`config.mk`:
```
export PLATFORM = sky130hd
export DESIGN_NAME = byte_fifo_with_token_scan_core
export DESIGN_NICKNAME = d
export VERILOG_FILES = /design/src/rtl/bfts_pkg.sv /design/src/rtl/bfts_ram.sv /design/src/rtl/bfts_cmp_unit.sv /design/src/rtl/byte_fifo_with_token_scan_core.sv
export SDC_FILE = /design/constraint.sdc
export NUM_CORES = 1
export LEC_CHECK = 0
export ABC_AREA = 1
export BUFFER_PORTS_ARGS = -buffer_cell sky130_fd_sc_hd__buf_2
export CELL_PAD_IN_SITES_DETAIL_PLACEMENT = 1
export CELL_PAD_IN_SITES_GLOBAL_PLACEMENT = 1
export CORE_UTILIZATION = 45
export CTS_BUF_LIST = sky130_fd_sc_hd__clkbuf_8
export CTS_CLUSTER_SIZE = 20
export DETAILED_ROUTE_END_ITERATION = 8
export PLACE_DENSITY_LB_ADDON = 0.1
export SYNTH_ARGS = -nofsm -noshare
export SYNTH_HDL_FRONTEND = slang
export SYNTH_HIERARCHICAL = 1
export SYNTH_SLANG_ARGS = --single-unit
```
`constraint.sdc`:
```
create_clock -name clk -period 5.5 [get_ports clk]
set_clock_uncertainty 0.15 [all_clocks]
set_input_delay 0.55 -clock clk [delete_from_list [all_inputs] [get_ports clk]]
set_output_delay 0.55 -clock clk [all_outputs]
set_load 0.005 [all_outputs]
```
`src/rtl/bfts_pkg.sv`:
```
// shared types and constants for the byte fifo with token scan
// no dependencies; imported by bfts_cmp_unit and the top level
package bfts_pkg;

	localparam logic [2:0] KIND_PUT   = 3'd0;
	localparam logic [2:0] KIND_GET   = 3'd1;
	localparam logic [2:0] KIND_PEEK  = 3'd2;
	localparam logic [2:0] KIND_BACK  = 3'd3;
	localparam logic [2:0] KIND_SCAN  = 3'd4;
	localparam logic [2:0] KIND_TOKEN = 3'd5;

	// most bytes one token read may emit
	localparam logic [6:0] TOKEN_CAP = 7'd64;

	typedef enum logic [2:0] {
		S_IDLE,
		S_SCAN_RD,
		S_SCAN_CMP,
		S_SCAN_END,
		S_TOK_RD,
		S_TOK_EMIT,
		S_EMIT
	} state_t;

	// sequencer to compare unit
	typedef struct packed {
		logic clr;
		logic inc;
		logic cmp;
	} unit_ctrl_t;

	// compare unit to sequencer
	typedef struct packed {
		logic hit_term;
		logic found;
	} unit_stat_t;

endpackage

```
`src/rtl/bfts_ram.sv`:
```
// generic single write port, single read port ram with registered read
// no dependencies
module bfts_ram #(
	parameter int WIDTH = 8,
	parameter int DEPTH = 64
) (
	input  logic                     clk,
	input  logic                     we,
	input  logic [$clog2(DEPTH)-1:0] waddr,
	input  logic [WIDTH-1:0]         wdata,
	input  logic                     re,
	input  logic [$clog2(DEPTH)-1:0] raddr,
	output logic [WIDTH-1:0]         rdata
);

	logic [WIDTH-1:0] mem_q [DEPTH];

	always_ff @(posedge clk) begin
		if (we) begin
			mem_q[waddr] <= wdata;
		end
		if (re) begin
			rdata <= mem_q[raddr];
		end
	end

endmodule

```
`src/rtl/bfts_cmp_unit.sv`:
```
// shared compare unit: walk index, terminator and stop detection
// depends on bfts_pkg
module bfts_cmp_unit #(
	parameter int PW = 7
) (
	input  logic                clk,
	input  logic                arst_n,
	input  bfts_pkg::unit_ctrl_t ctrl,
	input  logic [7:0]          rdata,
	input  logic [7:0]          db,
	input  logic [6:0]          limit,
	output bfts_pkg::unit_stat_t stat,
	output logic [PW-1:0]       idx,
	output logic [PW-1:0]       stop
);
	import bfts_pkg::*;

	localparam int CW = (PW > 7) ? PW : 7;

	logic [PW-1:0] idx_q;
	logic [PW-1:0] stop_q;
	logic          found_q;
	logic          stop_seen_q;
	logic          hit_term;
	logic          stop_cond;

	assign hit_term  = (rdata == db);
	// a zero byte, the terminator or a byte past the limit ends the token
	assign stop_cond = (rdata == 8'd0) || hit_term || (CW'(idx_q) >= CW'(limit));

	always_ff @(posedge clk or negedge arst_n) begin
		if (!arst_n) begin
			idx_q       <= '0;
			stop_q      <= '0;
			found_q     <= 1'b0;
			stop_seen_q <= 1'b0;
		end else if (ctrl.clr) begin
			idx_q       <= '0;
			found_q     <= 1'b0;
			stop_seen_q <= 1'b0;
		end else begin
			if (ctrl.cmp) begin
				if (hit_term) begin
					found_q <= 1'b1;
				end
				if (!stop_seen_q && stop_cond) begin
					stop_seen_q <= 1'b1;
					stop_q      <= idx_q;
				end
			end
			if (ctrl.inc) begin
				idx_q <= idx_q + PW'(1);
			end
		end
	end

	assign stat.hit_term = hit_term;
	assign stat.found    = found_q;
	assign idx           = idx_q;
	assign stop          = stop_q;

endmodule

```
`src/rtl/byte_fifo_with_token_scan_core.sv`:
```
// top level: sequencer, pointers and output register of the byte fifo
// depends on bfts_pkg, bfts_ram and bfts_cmp_unit
//
// usage: one item on the s_axis side is one operation (put, get, peek, back,
// scan or token read, chosen by s_axis_tuser). each item gives one result
// item on the m_axis side, except a token read, which gives one item per
// emitted byte; m_axis_tlast marks the final result of an operation.
// the block takes one operation at a time and drops s_axis_tready until its
// last result is in the output register. put, get, peek and back go straight
// to the result state, as do scan and token read on an empty fifo. otherwise
// scan and token read walk the stored bytes with one ram read port and one
// comparator, a read state and a compare state per byte visited (stopping at
// the first terminator), then an end state; a token read that emits bytes
// then passes each of them through a read state and an emit state in turn.
// results sit in a single output register; when m_axis_tready is low the
// sequencer waits with its next result and no item is lost.
// reset clears both pointers (fifo empty) and the output valid; the byte
// store itself needs no clearing since only written entries are read.
module byte_fifo_with_token_scan_core #(
	parameter int DEPTH = 64
) (
	input  logic        clk,
	input  logic        arst_n,
	input  logic        s_axis_tvalid,
	output logic        s_axis_tready,
	input  logic [15:0] s_axis_tdata,  // data_byte[7:0], token_limit[14:8], zero
	input  logic [2:0]  s_axis_tuser,  // kind[2:0]
	output logic        m_axis_tvalid,
	input  logic        m_axis_tready,
	output logic [23:0] m_axis_tdata,  // byte_out[7:0], ok[8], occupancy[15:9],
	                                   // token_length[22:16], zero
	output logic        m_axis_tuser,  // byte_valid
	output logic        m_axis_tlast   // last
);
	import bfts_pkg::*;

	localparam int AW = $clog2(DEPTH);
	localparam int PW = AW + 1;

	state_t state_q, state_d;

	logic [PW-1:0] wp_q, rp_q, base_q, held_q;
	logic [PW-1:0] held;
	logic [2:0]    kind_q;
	logic [7:0]    db_q;
	logic [6:0]    lim_q;
	logic          res_ok_q;
	logic          use_rd_q;

	logic          accept;
	logic          full, empty;
	logic          slot_free;
	logic [7:0]    in_byte;
	logic [6:0]    in_limit;

	logic          ram_we, ram_re;
	logic [AW-1:0] ram_raddr;
	logic [7:0]    ram_rdata;

	unit_ctrl_t    uctrl;
	unit_stat_t    ustat;
	logic [PW-1:0] idx, stop;
	logic          scan_last, tok_last;

	logic          out_load;
	logic [7:0]    nx_byte;
	logic          nx_valid, nx_ok, nx_last;
	logic [6:0]    nx_tlen;

	logic          m_valid_q;
	logic [7:0]    o_byte_q;
	logic          o_valid_q, o_ok_q, o_last_q;
	logic [6:0]    o_occ_q, o_tlen_q;

	assign in_byte   = s_axis_tdata[7:0];
	assign in_limit  = s_axis_tdata[14:8];
	assign held      = wp_q - rp_q;
	assign full      = (held == PW'(DEPTH));
	assign empty     = (held == '0);
	assign accept    = s_axis_tvalid && s_axis_tready;
	assign slot_free = !m_valid_q || m_axis_tready;
	assign scan_last = ((idx + PW'(1)) == held_q);
	assign tok_last  = ((idx + PW'(1)) == stop);

	bfts_ram #(
		.WIDTH (8),
		.DEPTH (DEPTH)
	) u_ram (
		.clk   (clk),
		.we    (ram_we),
		.waddr (wp_q[AW-1:0]),
		.wdata (in_byte),
		.re    (ram_re),
		.raddr (ram_raddr),
		.rdata (ram_rdata)
	);

	bfts_cmp_unit #(
		.PW (PW)
	) u_cmp (
		.clk    (clk),
		.arst_n (arst_n),
		.ctrl   (uctrl),
		.rdata  (ram_rdata),
		.db     (db_q),
		.limit  (lim_q),
		.stat   (ustat),
		.idx    (idx),
		.stop   (stop)
	);

	// next state
	always_comb begin
		state_d = state_q;
		case (state_q)
			S_IDLE: begin
				if (accept) begin
					if ((s_axis_tuser inside {KIND_SCAN, KIND_TOKEN}) && !empty) begin
						state_d = S_SCAN_RD;
					end else begin
						state_d = S_EMIT;
					end
				end
			end
			S_SCAN_RD: state_d = S_SCAN_CMP;
			S_SCAN_CMP: begin
				if (ustat.hit_term || scan_last) begin
					state_d = S_SCAN_END;
				end else begin
					state_d = S_SCAN_RD;
				end
			end
			S_SCAN_END: begin
				if (kind_q == KIND_TOKEN && ustat.found && stop != '0) begin
					state_d = S_TOK_RD;
				end else begin
					state_d = S_EMIT;
				end
			end
			S_TOK_RD: state_d = S_TOK_EMIT;
			S_TOK_EMIT: begin
				if (slot_free) begin
					state_d = tok_last ? S_IDLE : S_TOK_RD;
				end
			end
			S_EMIT: begin
				if (slot_free) begin
					state_d = S_IDLE;
				end
			end
			default: state_d = S_IDLE;
		endcase
	end

	// sequencer outputs
	always_comb begin
		s_axis_tready = 1'b0;
		ram_we        = 1'b0;
		ram_re        = 1'b0;
		ram_raddr     = AW'(base_q + idx);
		uctrl         = '0;
		out_load      = 1'b0;
		nx_byte       = 8'd0;
		nx_valid      = 1'b0;
		nx_ok         = 1'b0;
		nx_last       = 1'b1;
		nx_tlen       = 7'd0;
		case (state_q)
			S_IDLE: begin
				s_axis_tready = 1'b1;
				ram_re        = accept;
				ram_raddr     = rp_q[AW-1:0];
				ram_we        = accept && (s_axis_tuser == KIND_PUT) && !full;
				uctrl.clr     = accept;
			end
			S_SCAN_RD: begin
				ram_re = 1'b1;
			end
			S_SCAN_CMP: begin
				uctrl.cmp = 1'b1;
				uctrl.inc = 1'b1;
			end
			S_SCAN_END: begin
				uctrl.clr = 1'b1;
			end
			S_TOK_RD: begin
				ram_re = 1'b1;
			end
			S_TOK_EMIT: begin
				out_load  = slot_free;
				uctrl.inc = slot_free;
				nx_byte   = ram_rdata;
				nx_valid  = 1'b1;
				nx_last   = tok_last;
				nx_tlen   = tok_last ? 7'(stop) : 7'd0;
			end
			S_EMIT: begin
				out_load = slot_free;
				nx_byte  = use_rd_q ? ram_rdata : 8'd0;
				nx_ok    = res_ok_q;
			end
			default: ;
		endcase
	end

	always_ff @(posedge clk or negedge arst_n) begin
		if (!arst_n) begin
			state_q <= S_IDLE;
			wp_q    <= '0;
			rp_q    <= '0;
		end else begin
			state_q <= state_d;
			if (accept) begin
				case (s_axis_tuser)
					KIND_PUT: begin
						if (!full) begin
							wp_q <= wp_q + PW'(1);
						end
					end
					KIND_GET: begin
						if (!empty) begin
							rp_q <= rp_q + PW'(1);
						end
					end
					KIND_BACK: begin
						if (!empty) begin
							wp_q <= wp_q - PW'(1);
						end
					end
					default: ;
				endcase
			end
			// token read drops the emitted bytes and the byte that stopped it
			if (state_q == S_SCAN_END && kind_q == KIND_TOKEN && ustat.found) begin
				rp_q <= rp_q + stop + PW'(1);
			end
		end
	end

	// operation payload
	always_ff @(posedge clk) begin
		if (accept) begin
			kind_q   <= s_axis_tuser;
			db_q     <= in_byte;
			lim_q    <= (in_limit > TOKEN_CAP) ? TOKEN_CAP : in_limit;
			base_q   <= rp_q;
			held_q   <= held;
			case (s_axis_tuser)
				KIND_PUT: begin
					res_ok_q <= !full;
					use_rd_q <= 1'b0;
				end
				KIND_GET, KIND_PEEK: begin
					res_ok_q <= 1'b0;
					use_rd_q <= !empty;
				end
				KIND_BACK: begin
					res_ok_q <= !empty;
					use_rd_q <= 1'b0;
				end
				default: begin
					res_ok_q <= 1'b0;
					use_rd_q <= 1'b0;
				end
			endcase
		end else if (state_q == S_SCAN_END && kind_q == KIND_SCAN) begin
			res_ok_q <= ustat.found;
		end
	end

	// output register
	always_ff @(posedge clk or negedge arst_n) begin
		if (!arst_n) begin
			m_valid_q <= 1'b0;
		end else if (out_load) begin
			m_valid_q <= 1'b1;
		end else if (m_axis_tready) begin
			m_valid_q <= 1'b0;
		end
	end

	always_ff @(posedge clk) begin
		if (out_load) begin
			o_byte_q  <= nx_byte;
			o_valid_q <= nx_valid;
			o_ok_q    <= nx_ok;
			o_occ_q   <= 7'(held);
			o_tlen_q  <= nx_tlen;
			o_last_q  <= nx_last;
		end
	end

	assign m_axis_tvalid = m_valid_q;
	assign m_axis_tdata  = {1'b0, o_tlen_q, o_occ_q, o_ok_q, o_byte_q};
	assign m_axis_tuser  = o_valid_q;
	assign m_axis_tlast  = o_last_q;

endmodule
```
==> flow_summary.toml, run 1 <==
[run_status]
status = "finished with violations"
violations = "DRC"

[sta]
hold_violations = 0
rsz0062_at_grt = "no"
slew_viol_final = 0
finalSetupViolations = 0
period_share = 0.7755
worstMarginPinSlew_ns = 1.302
min_period_ns = 4.266
max_freq_ghz = 0.2344
fin_ws_ns = 1.235
setup-tns-final_ns = 0
max-slew-margin-rel = 0.1265

[grt]
grt_max_degree = 196
grt_pass1_vias = 19330
grt.overflow.total = 0
antenna_found_initial = 1
grt_usage = 0.2523
grt_pass1_wl_um = 114700

[setup_path]
start_kind = "flip-flop"
crit_top_cell = "inv_1"
crit_type = "reg -> reg"
required_ns = 5.68
worst-r2r-setup-slack_ns = 1.23
crit_path_max_fanout = 12
r2r-start = "wp_q[0]$_DFFE_PN0P_"
crit_path_cell_trace = "inv_1, ha_1, fa_1, inv_1, a21oi_2, xnor2_1, nor2_2, nand2_1, nand3_2, inv_1, nand4_1, buf_4, nor2_1"
cpPeakStageDelay_ns = 0.66
r2r_cells = 13
slowest_stage = "nor2_1"
cp-end-kind = "flip-flop"
worstReg2RegEnd = "u_ram/mem_q[46][7]$_DFFE_PP_"
worstPathArrival_ns = 4.45

[routing]
drc = 2
via_per_inst = 5.435
via_count = 18780
dr.pass1.iters = 7
ant_nets = 0
wl_um = 75560
wl_per_cell_um = 21.86
dr.first_iter.drc_count = 1359

[clock_tree]
clock_latency_ns = 0.71
clockRootBuffer = "clkbuf_8"
cts.sinks = 612
cts_hold_buf = 12
cts_buffers = 103
cts_resized = 0
clk_pin_slew_ns = 0.06
postCtsSetupRepairBufs = 0
cts_tree = "yes"
htreeDepth = 3
clockBufferDepth = 3

[yosys]
synth_compound_area_frac = 0.01375
syn_area_mm2 = 0.02702
synthAdderAreaFrac = 0.01778
synth_xor_area_frac = 0.008058
yosysUniqueCellTypes = 45
syn_nets = 2530
synth_top_family_by_area = "simple AND/OR/NAND/NOR gates"
ys_seq_elements = 612
ys_dominant_reg_cell = "edfxtp_1"
synth-simple-area-share = 0.2361
synth-edff-count = 578
async_flop_share = 0.05556
yosys_warnings = 6
postSynthAreaPerCell_um2 = 10.93
netlist_instances = 2471
seq_area_frac_synth = 0.6739
synthMuxAreaShare = 0

[worst_hold_path]
min_to = "state_q[1]$_DFFE_PN0P_"
holdPathStages = 5
hold_class = "in -> reg"
hold_start = "s_axis_tvalid"

[finish]
fill_cells = 6440
nets = 2661
final_common_cell = "nand2_1"
syn2layout_area_growth_pct = 11.55
final_cell_mix = "nand2_1, edfxtp_1, nand3_1, inv_1, nor2_1"
stdcell_area_mm2 = 0.03014
drive_gt1_frac = 0.1115
instances_no_fill = 3456

[power_and_ir_drop]
powerDensity_mw_per_mm2 = 604.1
total_leakage_power_nw = 11.73
power_w = 0.01821
ir_drop_v = 0.0009689

[place]
hpwlAfterDp_um = 45770
place_congestion = 0.8292
pre_cts_ws_ns = 1.256
place_inst = 3258
io_buffers = 48
dpl-instance-area_mm2 = 0.02812

[floorplanning]
fp.dieH_um = 247.0
coreArea_mm2 = 0.05913
io-pin-count = 51
dieArea_mm2 = 0.06102
start_util = 0.4569
die_w_um = 247.0
fp-row-count = 89

[job]
max_cap_violations = 0
==> routing by layer <==
metal,global-route usage,part of all wire,up-vias
met4,0.07226,0.022,0
met1,0.3552,0.47,9521
met5,0,0,-
li1,-,-,8771
met3,0.04504,0.047,113
met2,0.4002,0.47,378
==> kinds of logic (layout without fill, tap and decap cells) <==
logic type | Yosys count | in the layout
adders and majority gates | 36 | 36
xor gates and xnor gates | 24 | 24
DFF | 612 | 612
buffers and inverters | 252 | 463
AOI/OAI and AO/OA | 67 | 67
and+or+nand+nor | 1479 | 1479
other | 1 | 2
==> worst max-delay path by stage <==
stage,from,slack [ns],cells after the start,endpoint
after floorplan,wp_q[0]$_DFFE_PN0P_,1.73,13,u_ram/mem_q[48][0]$_DFFE_PP_
after global placement,state_q[1]$_DFFE_PN0P_,1.33,15,u_ram/rdata[1]$_DFFE_PP_
after detailed placement,wp_q[0]$_DFFE_PN0P_,1.26,13,u_ram/mem_q[46][6]$_DFFE_PP_
after CTS,wp_q[0]$_DFFE_PN0P_,1.21,13,u_ram/mem_q[46][5]$_DFFE_PP_
after global routing,state_q[1]$_DFFE_PN0P_,1.00,15,u_ram/rdata[1]$_DFFE_PP_
final,wp_q[0]$_DFFE_PN0P_,1.23,13,u_ram/mem_q[46][7]$_DFFE_PP_
==> flip-flops by register name (all words and copies together), names as in the netlist, 6 cells and up <==
signal       cells
db_q             8
o_tlen_q         7
lim_q            7
o_occ_q          7
base_q           6
o_byte_q         8
rp_q             7
u_ram/mem_q    512
u_ram/rdata      8
wp_q             7
held_q           7
u_cmp/stop       7
u_cmp/idx        7
==> synth_stat cells, types with 10 or more instances <==
master,number,area share
buf_1,10,0.0014
nand3_1,497,0.092
buf_6,36,0.015
buf_4,18,0.0050
nand2_1,808,0.11
clkbuf_1,18,0.0025
a21oi_1,24,0.0044
xnor2_1,10,0.0032
inv_1,123,0.017
nor2_1,119,0.017
buf_2,37,0.0069
edfxtp_1,578,0.64
dfrtp_1,34,0.031
xor2_1,13,0.0042
o21ai_0,24,0.0044
nand4_1,15,0.0035
ha_1,32,0.015
==> stage by stage <==
step	hold slack, ns	utilization
after CTS	0.1863	0.5097
final	0.2367	0.5097
after detailed placement	0.3228	0.4756
after global routing	0.2386	0.5097
after global placement	0.3164	0.4756
after floorplan	0.1044	-
==> power by group <==
part	leakage, nW	switching, W	internal [W]	total [W]
Sequential	5.67	0.000246	0.00546	0.00570
Combinational	4.97	0.00632	0.00239	0.00871
Clock	1.09	0.00183	0.00196	0.00379
Total	11.7	0.00840	0.00980	0.0182
==> critical path: cells and delay by family (launching register included) <==
| kind | cells | cell delay, ns |
|---|---|---|
| simple gates | 5 | 1.23 |
| flops | 1 | 0.62 |
| buf+inv | 4 | 0.80 |
| fa+ha+maj | 2 | 0.67 |
| xor+xnor | 1 | 0.35 |
| compound gates | 1 | 0.06 |
==> layout make-up <==
cell class / count / area [um2] / area share
multi-input combinational: 1607 / 7493 / 0.2486
inverter: 131 / 499.2 / 0.01656
antenna: 1 / 2.502 / 0.00008303
clock buffer: 105 / 1445 / 0.04795
sequential: 612 / 18210 / 0.6041
clock inverter: 80 / 449.2 / 0.01490
tap: 773 / 967.2 / 0.03209
timing repair buffer: 147 / 1076 / 0.03570
(Power assumes the default switching activity.)
==> run 2: changes to the inputs <==
Clock period 5.5 ns to 4.4 ns, I/O delays scaled along.
==> flow_summary.toml, run 2 (same netlist as run 1, synthesis figures left out) <==
[worst_hold_path]
min_to = "u_ram/mem_q[58][4]$_DFFE_PP_"
hold_start = "s_axis_tdata[4]"
hold_class = "in -> reg"
holdPathStages = 1

[place]
dpl-instance-area_mm2 = 0.02840
io_buffers = 48
pre_cts_ws_ns = 0.4775
hpwlAfterDp_um = 47600
place_inst = 3289
place_congestion = 0.8114

[power_and_ir_drop]
seqPwrFrac = 0.305
total_leakage_power_nw = 11.91
ir_drop_v = 0.0009195
power_switching_w = 0.01054
internal_power_w = 0.01251
power_frac_clock = 0.210
powerDensity_mw_per_mm2 = 756.1
power_w = 0.02305
comb_power_share = 0.485
p_sw_frac = 0.4572

[setup_path]
worstPathArrival_ns = 4.10
worstReg2RegEnd = "u_ram/mem_q[5][7]$_DFFE_PP_"
start_kind = "flip-flop"
r2r-start = "rp_q[2]$_DFFE_PN0P_"
required_ns = 4.58
crit_type = "reg -> reg"
r2r_cells = 14
crit_path_max_fanout = 9
worst-r2r-setup-slack_ns = 0.48
cp-end-kind = "flip-flop"
cp-startpoint = "rp_q[2]$_DFFE_PN0P_"

[finish]
syn2layout_area_growth_pct = 12.83
final_cell_mix = "nand2_1, edfxtp_1, nand3_1, inv_1, nor2_1"
instances_no_fill = 3496
final_common_cell = "nand2_1"
largest_reg_flops = 512
multi_input_area_mm2 = 0.007493
fill_cells = 6434
largest-register = "u_ram/mem_q"
drive_gt1_frac = 0.1249
stdcell_area_mm2 = 0.03048
ff_latch_area_mm2 = 0.01821
nets = 2694

[clock_tree]
postCtsSetupRepairBufs = 0
cts.sinks = 612
htreeDepth = 3
clockRootBuffer = "clkbuf_8"
cts_tree = "yes"
clock_latency_ns = 0.71
clk_pin_slew_ns = 0.06
cts_buffers = 104
clockBufferDepth = 3

[run_status]
violations = "DRC"
status = "finished with violations"

[grt]
antenna_found_initial = 1
grt_usage = 0.2498
grt_max_degree = 93
grt_pass1_vias = 19690
grt_pass1_wl_um = 114500
grt.overflow.total = 0

[sta]
hold_violations = 0
fin_ws_ns = 0.4780
max_freq_ghz = 0.2550
period_share = 0.8914
finalSetupViolations = 0
max-slew-margin-rel = 0.3771
rsz0062_at_grt = "no"
setup-tns-final_ns = 0
min_period_ns = 3.922
worstMarginPinSlew_ns = 0.9344
slew_viol_final = 0

[routing]
drc = 2
dr.first_iter.drc_count = 1250
wl_um = 74470
via_count = 18920
via_per_inst = 5.412
wl_per_cell_um = 21.30
dr.pass1.iters = 7
ant_nets = 0

[floorplanning]
fp-row-count = 89
io-pin-count = 51
fp.dieH_um = 247.0
coreArea_mm2 = 0.05913
die_w_um = 247.0
dieArea_mm2 = 0.06102
start_util = 0.4569

[job]
max_cap_violations = 0
run 2: repair_timing:
| item | in CTS | in global routing |
|---|---|---|
| hold buffers | 13 | 0 |
| hold endpoints to repair | 49 | 0 |
| resized for setup | 0 | 0 |
run 2: worst max path at each step:
stage	endpoint	slack, ns	cells after the start
5_1_grt	u_ram/mem_q[5][6]$_DFFE_PP_	0.22	14
6_report	u_ram/mem_q[5][7]$_DFFE_PP_	0.48	14
3_5_place_dp	u_ram/mem_q[5][7]$_DFFE_PP_	0.48	12
4_1_cts	u_ram/mem_q[5][7]$_DFFE_PP_	0.47	12
3_3_place_gp	u_ram/mem_q[5][1]$_DFFE_PP_	0.58	11
2_1_floorplan	u_ram/mem_q[48][0]$_DFFE_PP_	0.63	13
run 2: power by group through the flow:
stage	clock, W	sequential, W	combinational (W)
floorplan	0	0.00712	0.00777
global placement	0	0.00714	0.0109
detailed placement	0	0.00716	0.0112
CTS	0.00495	0.00704	0.0112
global route	0.00518	0.00707	0.0124
finish	0.00483	0.00704	0.0112
run 2: critical path, cell delays in order (launching register included):
cell	delay, ns
dfrtp_1	0.51
inv_1	0.15
ha_1	0.39
nand2_1	0.08
inv_1	0.08
nand3_1	0.10
nand3_1	0.12
nand2_1	0.06
nand2_1	0.12
nor2_2	0.07
nand2_1	0.09
nand3_2	0.21
inv_1	0.29
nand4_1	0.46
nor2_1	0.66
run 2: per-layer routing:
| metal | up-vias | GRT usage | wire length, um |
|---|---|---|---|
| met2 | 436 | 0.4036 | 35470 |
| met3 | 90 | 0.04233 | 4163 |
| met1 | 9549 | 0.3463 | 33600 |
| met4 | 0 | 0.07244 | 1240 |
| li1 | 8847 | - | - |
| met5 | - | 0 | 0 |
run 2: per-stage QoR:
stage,hold slack [ns],util
global placement,0.3116,0.4802
CTS,0.05502,0.5155
floorplan,-0.005591,-
finish,0.09733,0.5155
detailed placement,0.3382,0.4802
global route,0.1015,0.5155
run 2: area by class of cell:
cell class,count,area share
Clock inverter,83,0.01449
Inverter,131,0.01646
Clock buffer,110,0.04966
Tap cell,773,0.03173
Multi-Input combinational cell,1607,0.2458
Antenna cell,1,0.00008209
Sequential cell,612,0.5973
Timing Repair Buffer,179,0.04449
